**src/rtl/mcs_pkg.sv**
```systemverilog
// Shared types, codes and reset constants for the motion command sequencer.
// Used by mcs_core and motion_command_sequencer; no dependencies.
package mcs_pkg;

  // Event kinds
  localparam logic [1:0] CMD_MOTION  = 2'd0;
  localparam logic [1:0] CMD_HEADING = 2'd1;
  localparam logic [1:0] CMD_DIST    = 2'd2;

  // Motion codes
  localparam logic [3:0] MOT_FWD          = 4'd0;
  localparam logic [3:0] MOT_BACK         = 4'd1;
  localparam logic [3:0] MOT_STRAFE_LEFT  = 4'd2;
  localparam logic [3:0] MOT_STRAFE_RIGHT = 4'd3;
  localparam logic [3:0] MOT_CW           = 4'd4;
  localparam logic [3:0] MOT_CCW          = 4'd5;
  localparam logic [3:0] MOT_STOP         = 4'd6;
  localparam logic [3:0] MOT_ROT_RIGHT    = 4'd7;
  localparam logic [3:0] MOT_ROT_LEFT     = 4'd8;

  // Result reasons
  localparam logic [1:0] RSN_COMMAND  = 2'd0;
  localparam logic [1:0] RSN_SAFETY   = 2'd1;
  localparam logic [1:0] RSN_ROT_RUN  = 2'd2;
  localparam logic [1:0] RSN_ROT_DONE = 2'd3;

  // Register indexes
  localparam int unsigned CFG_IDX_W = 3;
  localparam int unsigned CFG_DATA_W = 16;
  localparam logic [CFG_IDX_W-1:0] REG_HOLONOMIC = 3'd0;
  localparam logic [CFG_IDX_W-1:0] REG_FWD_SPEED = 3'd1;
  localparam logic [CFG_IDX_W-1:0] REG_TURN_RATE = 3'd2;
  localparam logic [CFG_IDX_W-1:0] REG_HEAD_TOL  = 3'd3;
  localparam logic [CFG_IDX_W-1:0] REG_SAFE_DIST = 3'd4;

  // Register reset values
  localparam logic        RST_HOLONOMIC = 1'b1;
  localparam logic [14:0] RST_FWD_SPEED = 15'd256;
  localparam logic [14:0] RST_TURN_RATE = 15'd128;
  localparam logic [14:0] RST_HEAD_TOL  = 15'd521;
  localparam logic [15:0] RST_SAFE_DIST = 16'd128;

  // A quarter turn in binary angle units
  localparam logic [15:0] QUARTER_TURN = 16'd16384;

  typedef struct packed {
    logic [1:0]         cmd;
    logic [3:0]         motion;
    logic signed [15:0] heading;
    logic [15:0]        wall_range;
  } item_t;

  typedef struct packed {
    logic signed [15:0] vel_forward;
    logic signed [15:0] vel_side;
    logic signed [15:0] vel_turn;
    logic [1:0]         emit_reason;
  } result_t;

  typedef struct packed {
    logic        holonomic_mode;
    logic [14:0] forward_speed;
    logic [14:0] turn_rate;
    logic [14:0] heading_tolerance;
    logic [15:0] safety_distance;
  } cfg_t;

  // Two's complement negation of a 15-bit magnitude into 16 bits
  function automatic logic signed [15:0] neg_mag(input logic [14:0] mag);
    logic [15:0] wide;
    wide = {1'b0, mag};
    return signed'(16'(-wide));
  endfunction

endpackage

```
**src/rtl/mcs_core.sv**
```systemverilog
// Decision logic and navigation state of the motion command sequencer.
// Depends on mcs_pkg; state moves only when the top level retires an item.
module mcs_core (
  input  logic             clk,
  input  logic             rst,
  input  logic             fire,
  input  mcs_pkg::item_t   item,
  input  mcs_pkg::cfg_t    cfg,
  output logic             produces,
  output mcs_pkg::result_t result
);
  import mcs_pkg::*;

  logic        rotating, rotating_next;
  logic [15:0] target_heading, target_heading_next;
  logic        rotate_clockwise, rotate_clockwise_next;
  logic [15:0] last_heading, last_heading_next;
  logic        heading_seen, heading_seen_next;
  logic [15:0] last_wall_range, last_wall_range_next;
  logic        distance_seen, distance_seen_next;

  logic [15:0] err;
  logic [16:0] err_mag;
  logic        rot_done;
  logic        too_close;
  logic signed [15:0] fwd_pos, turn_pos;

  always_comb begin
    // wrapped error; half a turn gives magnitude 32768, never inside tolerance
    err      = target_heading - 16'(item.heading);
    err_mag  = err[15] ? 17'(-{err[15], err}) : {1'b0, err};
    rot_done = err_mag < {2'b00, cfg.heading_tolerance};
    too_close = distance_seen && (last_wall_range != 16'd0) &&
                (last_wall_range < cfg.safety_distance);
    fwd_pos  = signed'({1'b0, cfg.forward_speed});
    turn_pos = signed'({1'b0, cfg.turn_rate});
  end

  always_comb begin
    rotating_next         = rotating;
    target_heading_next   = target_heading;
    rotate_clockwise_next = rotate_clockwise;
    last_heading_next     = last_heading;
    heading_seen_next     = heading_seen;
    last_wall_range_next  = last_wall_range;
    distance_seen_next    = distance_seen;
    produces              = 1'b0;
    result                = '0;

    case (item.cmd)
      CMD_HEADING: begin
        last_heading_next = 16'(item.heading);
        heading_seen_next = 1'b1;
        if (rotating) begin
          produces = 1'b1;
          if (rot_done) begin
            rotating_next      = 1'b0;
            result.emit_reason = RSN_ROT_DONE;
          end else begin
            result.vel_turn    = rotate_clockwise ? neg_mag(cfg.turn_rate) : turn_pos;
            result.emit_reason = RSN_ROT_RUN;
          end
        end
      end
      CMD_DIST: begin
        last_wall_range_next = item.wall_range;
        distance_seen_next   = 1'b1;
      end
      CMD_MOTION: begin
        if (!rotating) begin
          if (item.motion == MOT_ROT_RIGHT || item.motion == MOT_ROT_LEFT) begin
            // arm only once a heading is on record
            if (heading_seen) begin
              rotate_clockwise_next = (item.motion == MOT_ROT_RIGHT);
              target_heading_next   = (item.motion == MOT_ROT_RIGHT) ?
                                      last_heading - QUARTER_TURN :
                                      last_heading + QUARTER_TURN;
              rotating_next         = 1'b1;
            end
          end else begin
            produces           = 1'b1;
            result.emit_reason = RSN_COMMAND;
            case (item.motion)
              MOT_FWD: begin
                if (too_close) result.emit_reason = RSN_SAFETY;
                else           result.vel_forward = fwd_pos;
              end
              MOT_BACK:         result.vel_forward = neg_mag(cfg.forward_speed);
              MOT_STRAFE_LEFT: begin
                if (cfg.holonomic_mode) result.vel_side = fwd_pos;
              end
              MOT_STRAFE_RIGHT: begin
                if (cfg.holonomic_mode) result.vel_side = neg_mag(cfg.forward_speed);
              end
              MOT_CW:           result.vel_turn = neg_mag(cfg.turn_rate);
              MOT_CCW:          result.vel_turn = turn_pos;
              MOT_STOP:         result.vel_turn = '0;
              default:          result.vel_turn = '0;
            endcase
          end
        end
      end
      default: ;
    endcase
  end

  always_ff @(posedge clk) begin
    if (rst) begin
      rotating         <= 1'b0;
      target_heading   <= '0;
      rotate_clockwise <= 1'b0;
      last_heading     <= '0;
      heading_seen     <= 1'b0;
      last_wall_range  <= '0;
      distance_seen    <= 1'b0;
    end else if (fire) begin
      rotating         <= rotating_next;
      target_heading   <= target_heading_next;
      rotate_clockwise <= rotate_clockwise_next;
      last_heading     <= last_heading_next;
      heading_seen     <= heading_seen_next;
      last_wall_range  <= last_wall_range_next;
      distance_seen    <= distance_seen_next;
    end
  end

endmodule

```
**src/rtl/motion_command_sequencer.sv**
```systemverilog
// Channel  | Dir | Handshake            | Payload
// item     | in  | item_valid/stall     | mcs_pkg::item_t (cmd, motion, heading, distance)
// result   | out | result_valid/stall   | mcs_pkg::result_t (three velocities, reason)
// cfg      | in  | cfg_we               | cfg_index, cfg_data
//
// One item per cycle while results are not stalled: an item is held in the input register,
// is decided by mcs_core and lands in the result register, which offers the result.
// An item that yields no result retires even while the result register is stalled; the
// input register takes one more item behind a held result. Synchronous active-high
// reset clears state and loads register defaults.
// Top level; depends on mcs_pkg and mcs_core.
module motion_command_sequencer (
  input  logic                            clk,
  input  logic                            rst,
  input  logic                            item_valid,
  output logic                            item_stall,
  input  mcs_pkg::item_t                  item,
  output logic                            result_valid,
  input  logic                            result_stall,
  output mcs_pkg::result_t                result,
  input  logic                            cfg_we,
  input  logic [mcs_pkg::CFG_IDX_W-1:0]   cfg_index,
  input  logic [mcs_pkg::CFG_DATA_W-1:0]  cfg_data
);
  import mcs_pkg::*;

  cfg_t    cfg;
  logic    in_valid;
  item_t   in_item;
  logic    produces;
  result_t decided;
  logic    advance;

  // retire the held item unless it has a result with nowhere to go
  assign advance    = in_valid && (!produces || !result_valid || !result_stall);
  assign item_stall = in_valid && !advance;

  always_ff @(posedge clk) begin
    if (rst) begin
      cfg.holonomic_mode    <= RST_HOLONOMIC;
      cfg.forward_speed     <= RST_FWD_SPEED;
      cfg.turn_rate         <= RST_TURN_RATE;
      cfg.heading_tolerance <= RST_HEAD_TOL;
      cfg.safety_distance   <= RST_SAFE_DIST;
    end else if (cfg_we) begin
      case (cfg_index)
        REG_HOLONOMIC: cfg.holonomic_mode    <= cfg_data[0];
        REG_FWD_SPEED: cfg.forward_speed     <= cfg_data[14:0];
        REG_TURN_RATE: cfg.turn_rate         <= cfg_data[14:0];
        REG_HEAD_TOL:  cfg.heading_tolerance <= cfg_data[14:0];
        REG_SAFE_DIST: cfg.safety_distance   <= cfg_data;
        default: ;
      endcase
    end
  end

  always_ff @(posedge clk) begin
    if (rst) begin
      in_valid <= 1'b0;
    end else if (!item_stall) begin
      in_valid <= item_valid;
    end
    if (item_valid && !item_stall) begin
      in_item <= item;
    end
  end

  mcs_core u_core (
    .clk      (clk),
    .rst      (rst),
    .fire     (advance),
    .item     (in_item),
    .cfg      (cfg),
    .produces (produces),
    .result   (decided)
  );

  always_ff @(posedge clk) begin
    if (rst) begin
      result_valid <= 1'b0;
    end else if (advance && produces) begin
      result_valid <= 1'b1;
    end else if (!result_stall) begin
      result_valid <= 1'b0;
    end
    if (advance && produces) begin
      result <= decided;
    end
  end

endmodule

```
**config.mk**
```make
export PLATFORM = sky130hd
export DESIGN_NAME = motion_command_sequencer
export DESIGN_NICKNAME = d
export VERILOG_FILES = /design/src/rtl/mcs_pkg.sv /design/src/rtl/mcs_core.sv /design/src/rtl/motion_command_sequencer.sv
export SDC_FILE = /design/constraint.sdc
export NUM_CORES = 1
export LEC_CHECK = 0
export ABC_CLOCK_PERIOD_IN_PS = 4900
export BUFFER_PORTS_ARGS = -buffer_cell sky130_fd_sc_hd__buf_2
export CAP_MARGIN = 20
export CELL_PAD_IN_SITES_DETAIL_PLACEMENT = 0
export CELL_PAD_IN_SITES_GLOBAL_PLACEMENT = 1
export CORE_ASPECT_RATIO = 0.8
export CORE_UTILIZATION = 25
export CTS_BUF_LIST = sky130_fd_sc_hd__clkbuf_4 sky130_fd_sc_hd__clkbuf_8
export CTS_CLUSTER_DIAMETER = 120
export CTS_CLUSTER_SIZE = 30
export DETAILED_ROUTE_END_ITERATION = 8
export PLACE_DENSITY = 0.56
export SLEW_MARGIN = 20
export SYNTH_ARGS = -nofsm -noshare
export SYNTH_HDL_FRONTEND = slang
export SYNTH_SLANG_ARGS = --single-unit
```
**constraint.sdc**
```tcl
create_clock -name clk -period 4.9 [get_ports clk]
set_input_delay 0.245 -clock clk [delete_from_list [all_inputs] [get_ports clk]]
set_output_delay 0.245 -clock clk [all_outputs]
set_load 0.01 [all_outputs]
```
# After elaboration in Yosys (flattened, before gate mapping)
# Index checks and enable logic that the tools add are counted.
# W data, S select, Z words.
dict set report op_classes {
  multipliers 0
  order_cmp 2
  n_eq_ne 14
  addsub 6
  n_mux 29
  n_reduce_logical 29
  n_div 0
  shifts 0
  bitwise 2
}
# cell n
set op_table {}
lappend op_table {{$pmux W16 S2} 3}
lappend op_table {{$mux W16} 4}
lappend op_table {{$mux W18} 3}
lappend op_table {{$pmux W18 S2} 1}
lappend op_table {{$neg A15 Y16} 2}
lappend op_table {{$mux W15} 2}
lappend op_table {{$lt A17 B15 Y1} 1}
lappend op_table {{$mux W17} 1}
lappend op_table {{$neg A17 Y17} 1}
lappend op_table {{$add A16 B15 Y16 const B} 1}
lappend op_table {{$lt A16 B16 Y1} 1}
lappend op_table {{$reduce_and A2 Y1} 8}
lappend op_table {{$reduce_bool A16 Y1} 1}
lappend op_table {{$sub A16 B15 Y16 const B} 1}
lappend op_table {{$sub A16 B16 Y16} 1}
lappend op_table {{$mux W1} 13}
lappend op_table {{$eq A4 B3 Y1 const B} 3}
lappend op_table {{$eq A4 B2 Y1 const B} 2}
lappend op_table {{$eq A3 B2 Y1 const B} 2}
lappend op_table {{$logic_and A1 B1 Y1} 6}
lappend op_table {{$logic_not A1 Y1} 5}
lappend op_table {{$reduce_and A5 Y1} 1}
lappend op_table {{$eq A4 B1 Y1 const B} 1}
lappend op_table {{$eq A4 B4 Y1 const B} 1}
lappend op_table {{other kinds (13)} 17}
dict set report word_totals {
  romBits 0
  n_memories 0
  regBits 204
  ram_bits 0
  latch_bits 0
}

# Depth between registers and ports, before layout
# Gate-level depths: netlist of the first run.
dict set report logic_depth {
  depth_word 13
  mapped_depth 23
}

# Hierarchy
# From an unflattened synthesis of the first run, not the netlist that was laid out.
dict set report unflattened {
  hier_cells 1119
  area_unflattened_um2 10632.7
}
# mod cells_each area_per_inst_um2 seq_area_each_um2 n_inst
set modules_own_cells {}
lappend modules_own_cells {mcs_core 786 5372.7 1041.0 1}
lappend modules_own_cells {motion_command_sequencer 333 5260.0 3923.8 1}

# Least setup slack after synthesis of the first run
# Ideal clock, no wire load.
dict set report synth_timing {
  kind {register -> register}
  startpoint {register in_item[16] in the netlist's numbering}
  endpoint {register result[16] in the netlist's numbering (data pin)}
  path_buffers 2
  synth_period_minus_slack_ns 4.609
  stages_incl_launch_ff 22
  setup_ns 0.276
  arrival_ns 4.333
  path_slack_ns 0.291
  required_ns 4.624
  cell_sequence {edfxtp_1 -> ha_1 -> inv_1 -> fa_1 -> a211oi_1 -> o21ai_1 -> o31ai_1 -> xnor2_1 -> nand3b_1 -> or3_1 -> buf_2 -> o21ai_0 -> xnor2_1 -> ha_1 -> a21o_1 -> a21oi_1 -> o211ai_1 -> a31oi_1 -> o22ai_1 -> clkbuf_1 -> o21ai_0 -> o221ai_1}
}
# item line
set synth_rtl {}
lappend synth_rtl {{start: declaration} motion_command_sequencer.sv:29} ;# item_t in_item;
lappend synth_rtl {{start signal: assignment} motion_command_sequencer.sv:64} ;# in_item <= item;
lappend synth_rtl {{end signal: assignment} motion_command_sequencer.sv:87} ;# result <= decided;
lappend synth_rtl {{end: declaration} motion_command_sequencer.sv:20} ;# output mcs_pkg::result_t result,

==> impl_results.md, run 1 <==
- Top-area cell type share of the netlist area: 0.261
- Vias in the first global route: approximately 8000
- Starting Density: 0.255
- CP Data Arrival Time: slightly below 5000 ps
- Cells along the critical path: inv_1, ha_1, nor2b_1, o31a_1, o41a_1, xnor2_2, nand3b_1, or3_1, o21ai_1, xnor2_1, ha_1, a21o_1, a21oi_1, o211ai_1, a31oi_2, buf_4, o31ai_4, buf_4, a31oi_1, mux2i_1
- Initial DRC count: between 500 and 600
- Pwr Density: around 250 nW/µm²
- DP Worst Slack: -147 ps
- R2r worst-path depth: 20
- Synth top area cells: edfxtp_1 (26%), dfxtp_1 (23%), nand2_1 (8.9%)
- Mapped Cells: about 1100
- Fillers: around 4200
- CP startpoint kind: flop
- Post-detail-place hpwl: approximately 22000 µm
- Clock transition at path regs: 180 ps
- Mux cell area share after synthesis: 0.0207
- Max IR drop VDD: approximately 0.28 mV
- CTS H-tree depth: 1
- Ys Warns: 0
- Total gr overflow: 0
- Die X: between 200 and 250 µm
- Reg2Reg Setup Slack: between 300 and 400 ps
- Fin crit share: 0.937
- Ratio of cells with drive above 1 in the final layout: 0.147
- Register Area: about 5000 µm²
- Sequential-to-total area share from yosys stat: 0.490
- Fmax: 218 MHz
- Final Hold Fails: 0
- Routed WL per cell: 16.3 µm
- DRC Markers: 0
- Antenna violations before repair: 1
- Slowest stage cell, crit path: or3_1
- Via count: ~8300
- Max clock buf depth: 3
- CP max FO: 8
- Relative slew slack: 0.338
- Compound-Gate Fraction of Synth Area: 0.151
- Adder-cell share of the synthesized area: 0.0600
- Reg2reg end: result[15]
- Post-layout nets: roughly 1400
- Largest net degree at the start of global routing: a little under 70
- Area Overhead vs Synth: 20.1%
- Largest family of logic cells by synthesized area: simple AND/OR/NAND/NOR gates
- Crit path to: result[15]
- # Max-Cap Violations: 0
- Fraction of registers with async set/reset: 0
- ANT nets after route: 0
- Top cell type by total area after synthesis: edfxtp_1
- Crit. End Element: flop
- Root Buffer: clkbuf_8
- Critical path type: reg2reg
- Core area: 39700 µm²
- Gp weighted congestion: around 0.84
- Clock sinks: between 200 and 250
- Height of the die: between 150 and 200 µm
- Util after Layout: 0.307
- FF-to-FF Start: in_item[17]
- Critical path launch point: in_item[17]
- Total GRT Usage: 0.144
- Clk Latency, worst-skew pair: around 550 ps
- Yosys cell types: 66
- Pre-antenna DRT Iters: 5
- Routed wire length: 29500 µm
- Worst slew pin tran: approximately 990 ps
- # IOs: roughly 110
- Simple-Gate Fraction of Synth Area: 0.194
- Leakage power: ~4.5 nW
- PortBufs: roughly 110
- Number of synthesized register bits: roughly 200
- Vias/cell: 4.58
- Crit path required time: approximately 5200 ps
- CP peak stage delay: between 400 and 500 ps
- CTS tree: built
- Final Max Tran Viols: 0
- FP Rows: 65
- Number of enable flip-flop cells after synthesis: between 80 and 90
- Synth Net Count: about 1200
- Final WS setup: slightly above 300 ps
- Min-delay worst type: in2reg
- Syn Area/Cell: about 9 µm²
- Multi-input gate area: around 4800 µm²
- Number of buffers created by CTS: 11
- Min cycle time layout: about 4600 ps
- Status: finished clean
- Final clock skew: 42.2 ps
- Die area: 41300 µm²
- Top FF cell, synth: dfxtp_1
- Post-synthesis xor/xnor area fraction: 0.0379
- First-pass GRT wire length: approximately 46000 µm
- Final number of setup-violating endpoints: 0
- Synth Cell Area: just over 10000 µm²
metrics by stage:
step,power [W],instances,hold WS (ps),setup TNS [ps],cell area (µm²)
floorplan,0.00209,1126,344,0,10100
global placement,0.00223,1737,423,-5.30,11300
detailed placement,0.00223,1737,423,-1640,11300
CTS,0.00312,1808,7.84,0,12100
global route,0.00322,1812,28.4,-0.788,12200
finish,0.00307,1812,44.3,0,12200
layout by cell type, fill, tap and decap left out, types with 8 or more instances in the layout:
master	n
nor2_1	71
nor3_1	24
clkbuf_8	11
nand2_1	239
ha_1	46
buf_4	20
dfxtp_1	116
or3_1	15
inv_1	61
buf_2	112
nand3_1	8
nand4_1	12
xnor2_1	23
o21ai_0	41
a21o_1	12
xor2_1	18
a21oi_1	137
a31oi_1	10
o211ai_1	12
mux2i_1	21
dlygate4sd3_1	54
edfxtp_1	88
state kept, by name (all words and copies together) (netlist names):
signal	flops
u_core.target_heading	16
result	50
in_item	38
u_core.last_wall_range	16
u_core.heading_seen	1
u_core.rotating	1
u_core.rotate_clockwise	1
u_core.distance_seen	1
u_core.last_heading	16
in_valid	1
cfg	62
result_valid	1
routing by layer:
metal,vias up,global-route usage,share of wire
met5,-,0,0
met4,0,0.0247,0.013
met3,16,0.0196,0.042
met2,180,0.203,0.40
met1,3904,0.229,0.54
li1,4199,-,-
logic make-up (layout without fill, tap and decap cells):
family | Yosys count | in the layout
AND/OR/NAND/NOR | 431 | 431
AO/OA/AOI/OAI | 261 | 261
flip-flops | 204 | 204
buffers and inverters | 118 | 267
adder cells (fa/ha/maj) | 48 | 48
XOR/XNOR | 43 | 43
multiplexers | 21 | 21
other | 0 | 1
worst min path at each step:
stage / from / end / slack, ps / cells after the start
after floorplan: item[0] / in_item[0] / 340 / 0
after global placement: item[8] / in_item[8] / 420 / 1
after CTS: result_stall / result_valid / 8 / 3
after global routing: cfg_data[0] / cfg[31] / 30 / 3
after detailed placement: item[7] / in_item[7] / 420 / 1
final: cfg_data[0] / cfg[46] / 40 / 3
power by group:
| group | internal (W) | total [W] | switching [W] | leakage, nW |
|---|---|---|---|---|
| registers | 0.00181 | 0.00185 | 0.0000308 | 1.75 |
| clock network | 0.000256 | 0.000839 | 0.000582 | 0.112 |
| logic | 0.000165 | 0.000390 | 0.000225 | 2.65 |
| total | 0.00224 | 0.00307 | 0.000838 | 4.51 |
final cells by class:
| type | count | area share |
|---|---|---|
| clock inverter | 3 | 0.00339 |
| inverter | 62 | 0.0191 |
| sequential | 204 | 0.408 |
| tap | 536 | 0.0551 |
| multi-input combinational | 804 | 0.394 |
| clock buffer | 14 | 0.0143 |
| timing repair buffer | 188 | 0.106 |
| antenna | 1 | 0.000206 |
worst max-delay path: cells and delay by family, from the launching register on:
kind                       cells  cell delay, ps
xor gates and xnor gates       2             350
adders and majority gates      2             490
buffers and inverters          3             470
DFF                            1             420
and+or+nand+nor                3             730
muxes                          1             100
AOI/OAI and AO/OA              9            1800
cell usage after synthesis (7+ instances only):
library cell,count
nand4_1,12
nor2b_1,8
o21ai_0,44
or3_1,15
xor2_1,19
clkbuf_1,48
nand2_1,239
a21o_1,12
nand3b_1,7
nor4_1,7
nand3_1,8
nor2_1,73
ha_1,47
mux2i_1,21
nor3_1,24
edfxtp_1,88
inv_1,61
xnor2_1,23
a21oi_1,138
a31oi_1,11
dfxtp_1,116
o211ai_1,12
what timing repair did:
action	in CTS	in global routing
gates resized for setup	2	11
endpoints found under the hold margin	88	0
pin swaps	0	3
setup endpoints to repair	15	18
buffers inserted	0	3
hold buffers	54	0
(Power assumes the default switching activity.)
==> run 2, diff against run 1 <==
--- a/config.mk
+++ b/config.mk
@@ -5,8 +5,8 @@
 export SDC_FILE = /design/constraint.sdc
 export NUM_CORES = 1
 export LEC_CHECK = 0
-export ABC_CLOCK_PERIOD_IN_PS = 4900
-export BUFFER_PORTS_ARGS = -buffer_cell sky130_fd_sc_hd__buf_2
+export ABC_CLOCK_PERIOD_IN_PS = 4000
+export BUFFER_PORTS_ARGS = -buffer_cell sky130_fd_sc_hd__buf_4
 export CAP_MARGIN = 20
 export CELL_PAD_IN_SITES_DETAIL_PLACEMENT = 0
 export CELL_PAD_IN_SITES_GLOBAL_PLACEMENT = 1
@@ -16,6 +16,7 @@
 export CTS_CLUSTER_DIAMETER = 120
 export CTS_CLUSTER_SIZE = 30
 export DETAILED_ROUTE_END_ITERATION = 8
+export HOLD_SLACK_MARGIN = 0.03
 export PLACE_DENSITY = 0.56
 export SLEW_MARGIN = 20
 export SYNTH_ARGS = -nofsm -noshare
==> constraint.sdc (replaced) <==
create_clock -name clk -period 4 [get_ports clk]
set_input_delay 0.2 -clock clk [delete_from_list [all_inputs] [get_ports clk]]
set_output_delay 0.2 -clock clk [all_outputs]
set_load 0.01 [all_outputs]
==> run 2 against run 1 <==
  * The flow now finishes with violations (negative setup slack)
  * Global-route usage about the same
  * Largest power group unchanged
  * Clock power is 23% higher
  * Die area unchanged
  * First-iteration DRC count is 22% lower
  * Combinational power grew 46%
  * Non-clock buffer count grew 66
  * Via count is 2.3% higher
  * Final cell count is 3.7% higher
  * Sequential share of layout area shrank 3.0 points
  * Clock skew fell by 12 ps
  * Largest cell class unchanged
==> impl_results.md, run 2 (synthesis gave the netlist of run 1 again) <==
- Reg2Reg Setup Slack: -330 ps (-640 ps)
- Max IR drop VDD: 0.172 mV (-39%)
- Starting Density: 0.255 (unchanged)
- Min cycle time layout: 4330 ps (-258 ps)
- Clock transition at path regs: 200 ps (+20 ps)
- Final Hold Fails: 0 (unchanged)
- Total power: 0.00386 W (+26%)
- DP Worst Slack: -581 ps (-435 ps)
- # Max-Cap Violations: 0 (unchanged)
- Final WS setup: -333 ps (-642 ps)
- CP peak stage delay: 380 ps (-60 ps)
- Largest Register: cfg
- Crit. End Element: flop
- R2r worst-path depth: 21 (+5.0%)
- Total gr overflow: 0 (unchanged)
- Slowest stage cell, crit path: edfxtp_1
- CTS tree: built
- CP startpoint kind: flop
- Critical path's top delay family: compound AO/OA/AOI/OAI gates
- Core area: 39700 µm² (unchanged)
- Via count: 8493 (+2.3%)
- Largest net degree at the start of global routing: 87 (+28%)
- Largest regs: cfg: 62 flops, result: 50 flops, in_item: 38 flops
- Final Max Tran Viols: 0 (unchanged)
- Die X: 227 µm (unchanged)
- Post-layout nets: 1448 (+4.9%)
- Max clock buf depth: 3 (unchanged)
- Fillers: 4160 (-1.6%)
- Gp weighted congestion: 0.854 (+1.7%)
- Placed cell count: 1797 (+3.5%)
- Max reg flops: 62 (unchanged)
- Antenna violations before repair: 0 (-1)
- Clk Latency, worst-skew pair: 540 ps (about the same)
- Reg2reg end: result[12]
- Buf+Inv Stages, Crit Path: 3 (unchanged)
- Fmax: 231 MHz (+5.9%)
- Routed wire length: 30100 µm (+2.1%)
- Worst Hold Depth: 4 (+1)
- PortBufs: 113 (unchanged)
- Initial DRC count: 434 (-22%)
- FF-to-FF Start: in_item[16]
- Final number of setup-violating endpoints: 18 (+18)
- First-pass GRT wire length: 46400 µm (+0.18%)
- Root Buffer: clkbuf_8
- Pre-antenna DRT Iters: 4 (-1)
- Fin crit share: 1.08 (+0.146)
- Failing checks: negative setup slack
- Routed WL per cell: 16.0 µm (-1.5%)
- WHS: 206 ps (+162 ps)
- Leakage power: 4.97 nW (+10%)
- Worst Hold Path EP: cfg[59]
- RSZ-0062 raised after global routing: yes
- Clock sinks: 204 (unchanged)
- Area Overhead vs Synth: 29.5%
- Ratio of cells with drive above 1 in the final layout: 0.203 (+0.0568)
- Min-delay worst type: in2reg
- DRC Markers: 0 (unchanged)
- Critical path type: reg2reg
- Vias/cell: 4.52 (-1.3%)
- ANT nets after route: 0 (unchanged)
- Die area: 41300 µm² (unchanged)
- CP Data Arrival Time: 4620 ps (-290 ps)
- Hold_sp: cfg_index[1]
- CP max FO: 8 (unchanged)
- FP Rows: 65 (unchanged)
- Total GRT Usage: 0.143 (about the same)
- Layout Cells excl Fill: 1879 (+3.7%)
- Pwr Density: 294 nW/µm² (+16%)
- Most frequent cells in the layout: nand2_1 (239), buf_4 (191), a21oi_1 (136)
- Setup TNS: -4830 ps (-4830 ps)
- Post-detail-place hpwl: 22100 µm (+1.9%)
- # IOs: 114 (unchanged)
- Status: finished, violations left
- Number of buffers created by CTS: 11 (unchanged)
- Crit path required time: 4290 ps (-920 ps)
- Height of the die: 182 µm (unchanged)
- CTS H-tree depth: 1 (unchanged)
- Vias in the first global route: 7984 (+0.24%)
- Worst slew pin tran: 1100 ps (+115 ps)
- Cells along the critical path: ha_2, inv_2, fa_2, a211o_1, nor3_2, o21ai_1, a21oi_2, nand3b_1, o31ai_1, buf_4, xnor2_2, ha_1, a21o_1, a21o_1, a21oi_2, o211ai_1, a31oi_2, buf_6, o31ai_4, a2bb2oi_4, o211ai_1
- Final clock skew: 29.8 ps (-12.4 ps)
- Most common cell after layout, fill and taps aside: nand2_1
- Relative slew slack: 0.261 (-0.0773)
[run 2: cell types whose count changed in the layout (fill, tap and decap cells not counted), sizes merged]
cell and delta:
inv +1, o22ai +1, dlygate4sd3 +2, buf +64
clkbuf -1
[run 2: how the worst max path moves through the flow]
| stage | from | depth (start not counted) | endpoint | slack, ps |
|---|---|---|---|---|
| 2_1_floorplan | in_item[16] | 21 | result[16] | -260 |
| 3_3_place_gp | in_item[16] | 21 | result[16] | -470 |
| 3_5_place_dp | in_item[16] | 21 | result[17] | -580 |
| 4_1_cts | in_item[16] | 21 | result[16] | -380 |
| 5_1_grt | in_item[16] | 21 | result[14] | -610 |
| 6_report | in_item[16] | 21 | result[12] | -330 |
[run 2: final cells by class]
class,count,area (µm²),share of cell area
Antenna cell,1,2.50,0.000191
Clock buffer,13,173,0.0132
Clock inverter,4,40.0,0.00305
Inverter,62,233,0.0177
Multi-Input combinational cell,805,4930,0.376
Sequential cell,204,4970,0.378
Tap cell,536,671,0.0511
Timing Repair Buffer,254,2110,0.161
[run 2: through the flow]
stage               utilization  instance area, µm²
finish                    0.331               13100
floorplan                     -               10200
detailed placement        0.306               12100
global placement          0.306               12100
global route              0.331               13100
CTS                       0.328               13000
[run 2: where the power goes]
group / internal, W / switching, W / total (W)
registers: 0.00222 / 0.0000386 / 0.00226
logic: 0.000270 / 0.000297 / 0.000568
clock network: 0.000311 / 0.000719 / 0.00103
total: 0.00280 / 0.00105 / 0.00386
[run 2: tightest hold or removal path, delay by kind of cell]
family / cells / cell delay (ps)
buffers and inverters: 1 / 120
AOI/OAI and AO/OA: 1 / 50
and+or+nand+nor: 2 / 350
[run 2: repair_timing]
item	in CTS	in global routing
gates cloned	1	0
pin swaps	16	15
hold buffers	56	0
setup buffers	4	3
hold endpoints to repair	102	0
setup endpoints to repair	18	18
resized for setup	15	21
[run 2: metal layers]
metal / vias to the layer above / GRT usage / wire length (µm)
met5: - / 0 / 0
met2: 153 / 0.209 / 12400
met1: 3982 / 0.225 / 16200
li1: 4335 / - / -
met4: 0 / 0.0274 / 510
met3: 23 / 0.0169 / 949
==> run 3, diff against run 2 <==
--- a/config.mk
+++ b/config.mk
@@ -18,6 +18,7 @@
 export DETAILED_ROUTE_END_ITERATION = 8
 export HOLD_SLACK_MARGIN = 0.03
 export PLACE_DENSITY = 0.56
+export SETUP_SLACK_MARGIN = 0.5
 export SLEW_MARGIN = 20
 export SYNTH_ARGS = -nofsm -noshare
 export SYNTH_HDL_FRONTEND = slang
==> run 3 against run 2 <==
  * The run still ends with negative setup slack left
  * Global-route usage increased by 0.24 points
  * Non-clock buffer count increased by 11
  * Hold slack got worse by 100 ps
  * Routed wire length increased by 1.7%
  * Power about the same
  * Combinational power increased by 2%
==> impl_results.md, run 3 (synthesis gave the netlist of run 1 again) <==
- Vias in the first global route: 8007 (+0.29%)
- Min-delay worst type: in2reg
- # IOs: 114 (unchanged)
- Gr busiest metal: met1
- Status: finished, violations left
- Pre-antenna DRT Iters: 5 (+1)
- Crit. End Element: flop
- Crit path to: result[16]
- Most frequent cells in the layout: nand2_1 (238), buf_4 (203), a21oi_1 (136)
- Final number of setup-violating endpoints: 18 (unchanged)
- Vias/cell: 4.50 (-0.54%)
- Worst slew pin tran: 1070 ps (-35.9 ps)
- Max clock buf depth: 3 (unchanged)
- Root Buffer: clkbuf_8
- Largest net degree at the start of global routing: 80 (-8.0%)
- Reg2Reg Setup Slack: -380 ps (-50 ps)
- DRC Markers: 0 (unchanged)
- Clk Latency, worst-skew pair: 550 ps (about the same)
- Die X: 227 µm (unchanged)
- Crit path required time: 4320 ps (+30 ps)
- CP Data Arrival Time: 4700 ps (+80 ps)
- Height of the die: 182 µm (unchanged)
- Largest regs: cfg: 62 flops, result: 50 flops, in_item: 38 flops
- Total gr overflow: 0 (unchanged)
- Post-layout nets: 1459 (+0.76%)
- Slowest stage cell, crit path: edfxtp_1
- ANT nets after route: 0 (unchanged)
- Via count: 8497 (+0.047%)
- Die area: 41300 µm² (unchanged)
- Pwr Density: 292 nW/µm² (-0.73%)
- Failing checks: negative setup slack
- Initial DRC count: 388 (-11%)
- CTS H-tree depth: 1 (unchanged)
- Util after Layout: 0.333 (+0.00259)
- First-pass GRT wire length: 47100 µm (+1.4%)
- Critical path type: reg2reg
- FP Rows: 65 (unchanged)
- R2r worst-path depth: 25 (+19%)
- PortBufs: 113 (unchanged)
- Post-detail-place hpwl: 22400 µm (+1.1%)
- Total power: 0.00386 W (about the same)
- Max IR drop VDD: 0.275 mV (+60%)
- CP startpoint kind: flop
- Number of buffers created by CTS: 11 (unchanged)
- Leakage power: 5.02 nW (+1.1%)
- Fin crit share: 1.10 (+0.0123)
- DP Worst Slack: -528 ps (+53.4 ps)
- Antenna violations before repair: 0 (unchanged)
- CTS tree: built
- Met2 Usage GRT: 0.214 (+0.00585)
- Relative slew slack: 0.285 (+0.0242)
- Critical path launch point: in_item[16]
- Final Hold Fails: 0 (unchanged)
- CP peak stage delay: 390 ps (about the same)
- Most common cell after layout, fill and taps aside: nand2_1
- Routed wire length: 30600 µm (+1.7%)
- Reg2reg end: result[16]
- Total GRT Usage: 0.146 (+0.00243)
- RSZ-0062 raised after global routing: yes
- M3 GR Usage: 0.0167 (-0.000161)
- Largest Register: cfg
- Final WS setup: -383 ps (-49.1 ps)
- Final Max Tran Viols: 0 (unchanged)
- Starting Density: 0.255 (unchanged)
- Area Overhead vs Synth: 30.6%
- Final clock skew: 45.1 ps (+15.3 ps)
- Met1 Usage GRT: 0.226 (+0.00113)
- Min cycle time layout: 4380 ps (+49.1 ps)
- Routed WL per cell: 16.2 µm (+1.1%)
- FF-to-FF Start: in_item[16]
- Ratio of cells with drive above 1 in the final layout: 0.213 (+0.00943)
- # Max-Cap Violations: 0 (unchanged)
- Clock sinks: 204 (unchanged)
- Gp weighted congestion: 0.824 (-3.6%)
- Core area: 39700 µm² (unchanged)
- Clock transition at path regs: 180 ps (-20 ps)
- CP max FO: 8 (unchanged)
- Fmax: 228 MHz (-1.1%)
- Max reg flops: 62 (unchanged)
[run 3: cell types whose count changed in the layout (fill, tap and decap cells not counted), moves of 2 or more]
| cell | previous run | this run |
|---|---|---|
| buf_4 | 191 | 203 |
| inv_6 | 2 | 0 |
| nor2_1 | 70 | 68 |
| o21ai_0 | 31 | 34 |
| o21ai_2 | 5 | 2 |
| or3_1 | 15 | 13 |
| or3_4 | 6 | 8 |
[run 3: worst min-delay path by stage]
stage / startpoint / end / slack [ps] / depth (start not counted)
global route: cfg_index[0] / cfg[41] / 100 / 4
finish: cfg_index[0] / cfg[41] / 110 / 4
global placement: item[22] / in_item[22] / 380 / 1
detailed placement: item[12] / in_item[12] / 380 / 1
CTS: cfg_index[1] / cfg[46] / 170 / 4
floorplan: item[0] / in_item[0] / 300 / 0
[run 3: report_power, final]
part	internal, W	switching, W	leakage [nW]
combinational	0.000276	0.000303	3.16
clock	0.000302	0.000719	0.107
sequential	0.00222	0.0000380	1.75
total	0.00280	0.00106	5.02
[run 3: worst max-delay path, delay by kind of cell, from the launching register on]
family,cells,cell delay [ps]
buffers and inverters,5,640
adder cells (fa/ha/maj),3,860
AO/OA/AOI/OAI,11,1620
XOR/XNOR,2,310
AND/OR/NAND/NOR,4,320
flip-flops,1,390
[run 3: per-stage QoR]
stage          hold slack (ps)  TNS (ps)  area [µm²]  cells
2_1_floorplan              299     -2790       10200   1126
3_3_place_gp               378     -6480       12200   1807
3_5_place_dp               379     -8040       12200   1807
4_1_cts                    172     -8410       13100   1887
5_1_grt                   97.1    -11000       13200   1889
6_report                   106     -5930       13200   1890
[run 3: final cells by class]
type / count / area [µm²]
Fill cell: 4159 / 26500
Multi-Input combinational cell: 805 / 4970
Sequential cell: 204 / 4960
Timing Repair Buffer: 265 / 2180
Tap cell: 536 / 671
Inverter: 62 / 233
Clock buffer: 13 / 166
Clock inverter: 4 / 48.8
Antenna cell: 1 / 2.50
[run 3: repair_timing]
| item | CTS | global route |
|---|---|---|
| gates resized for setup | 15 | 21 |
| endpoints found under the setup margin | 18 | 33 |
| pin swaps | 14 | 13 |
| buffers inserted | 6 | 2 |
| hold buffers | 56 | 0 |
| endpoints found under the hold margin | 102 | 0 |
| cloned | 1 | 0 |
[run 3: layer usage]
metal | wire length (µm) | vias up
li1 | - | 4361
met1 | 16200 | 3942
met2 | 12900 | 168
met3 | 1030 | 26
met4 | 524 | 0
met5 | 0 | -
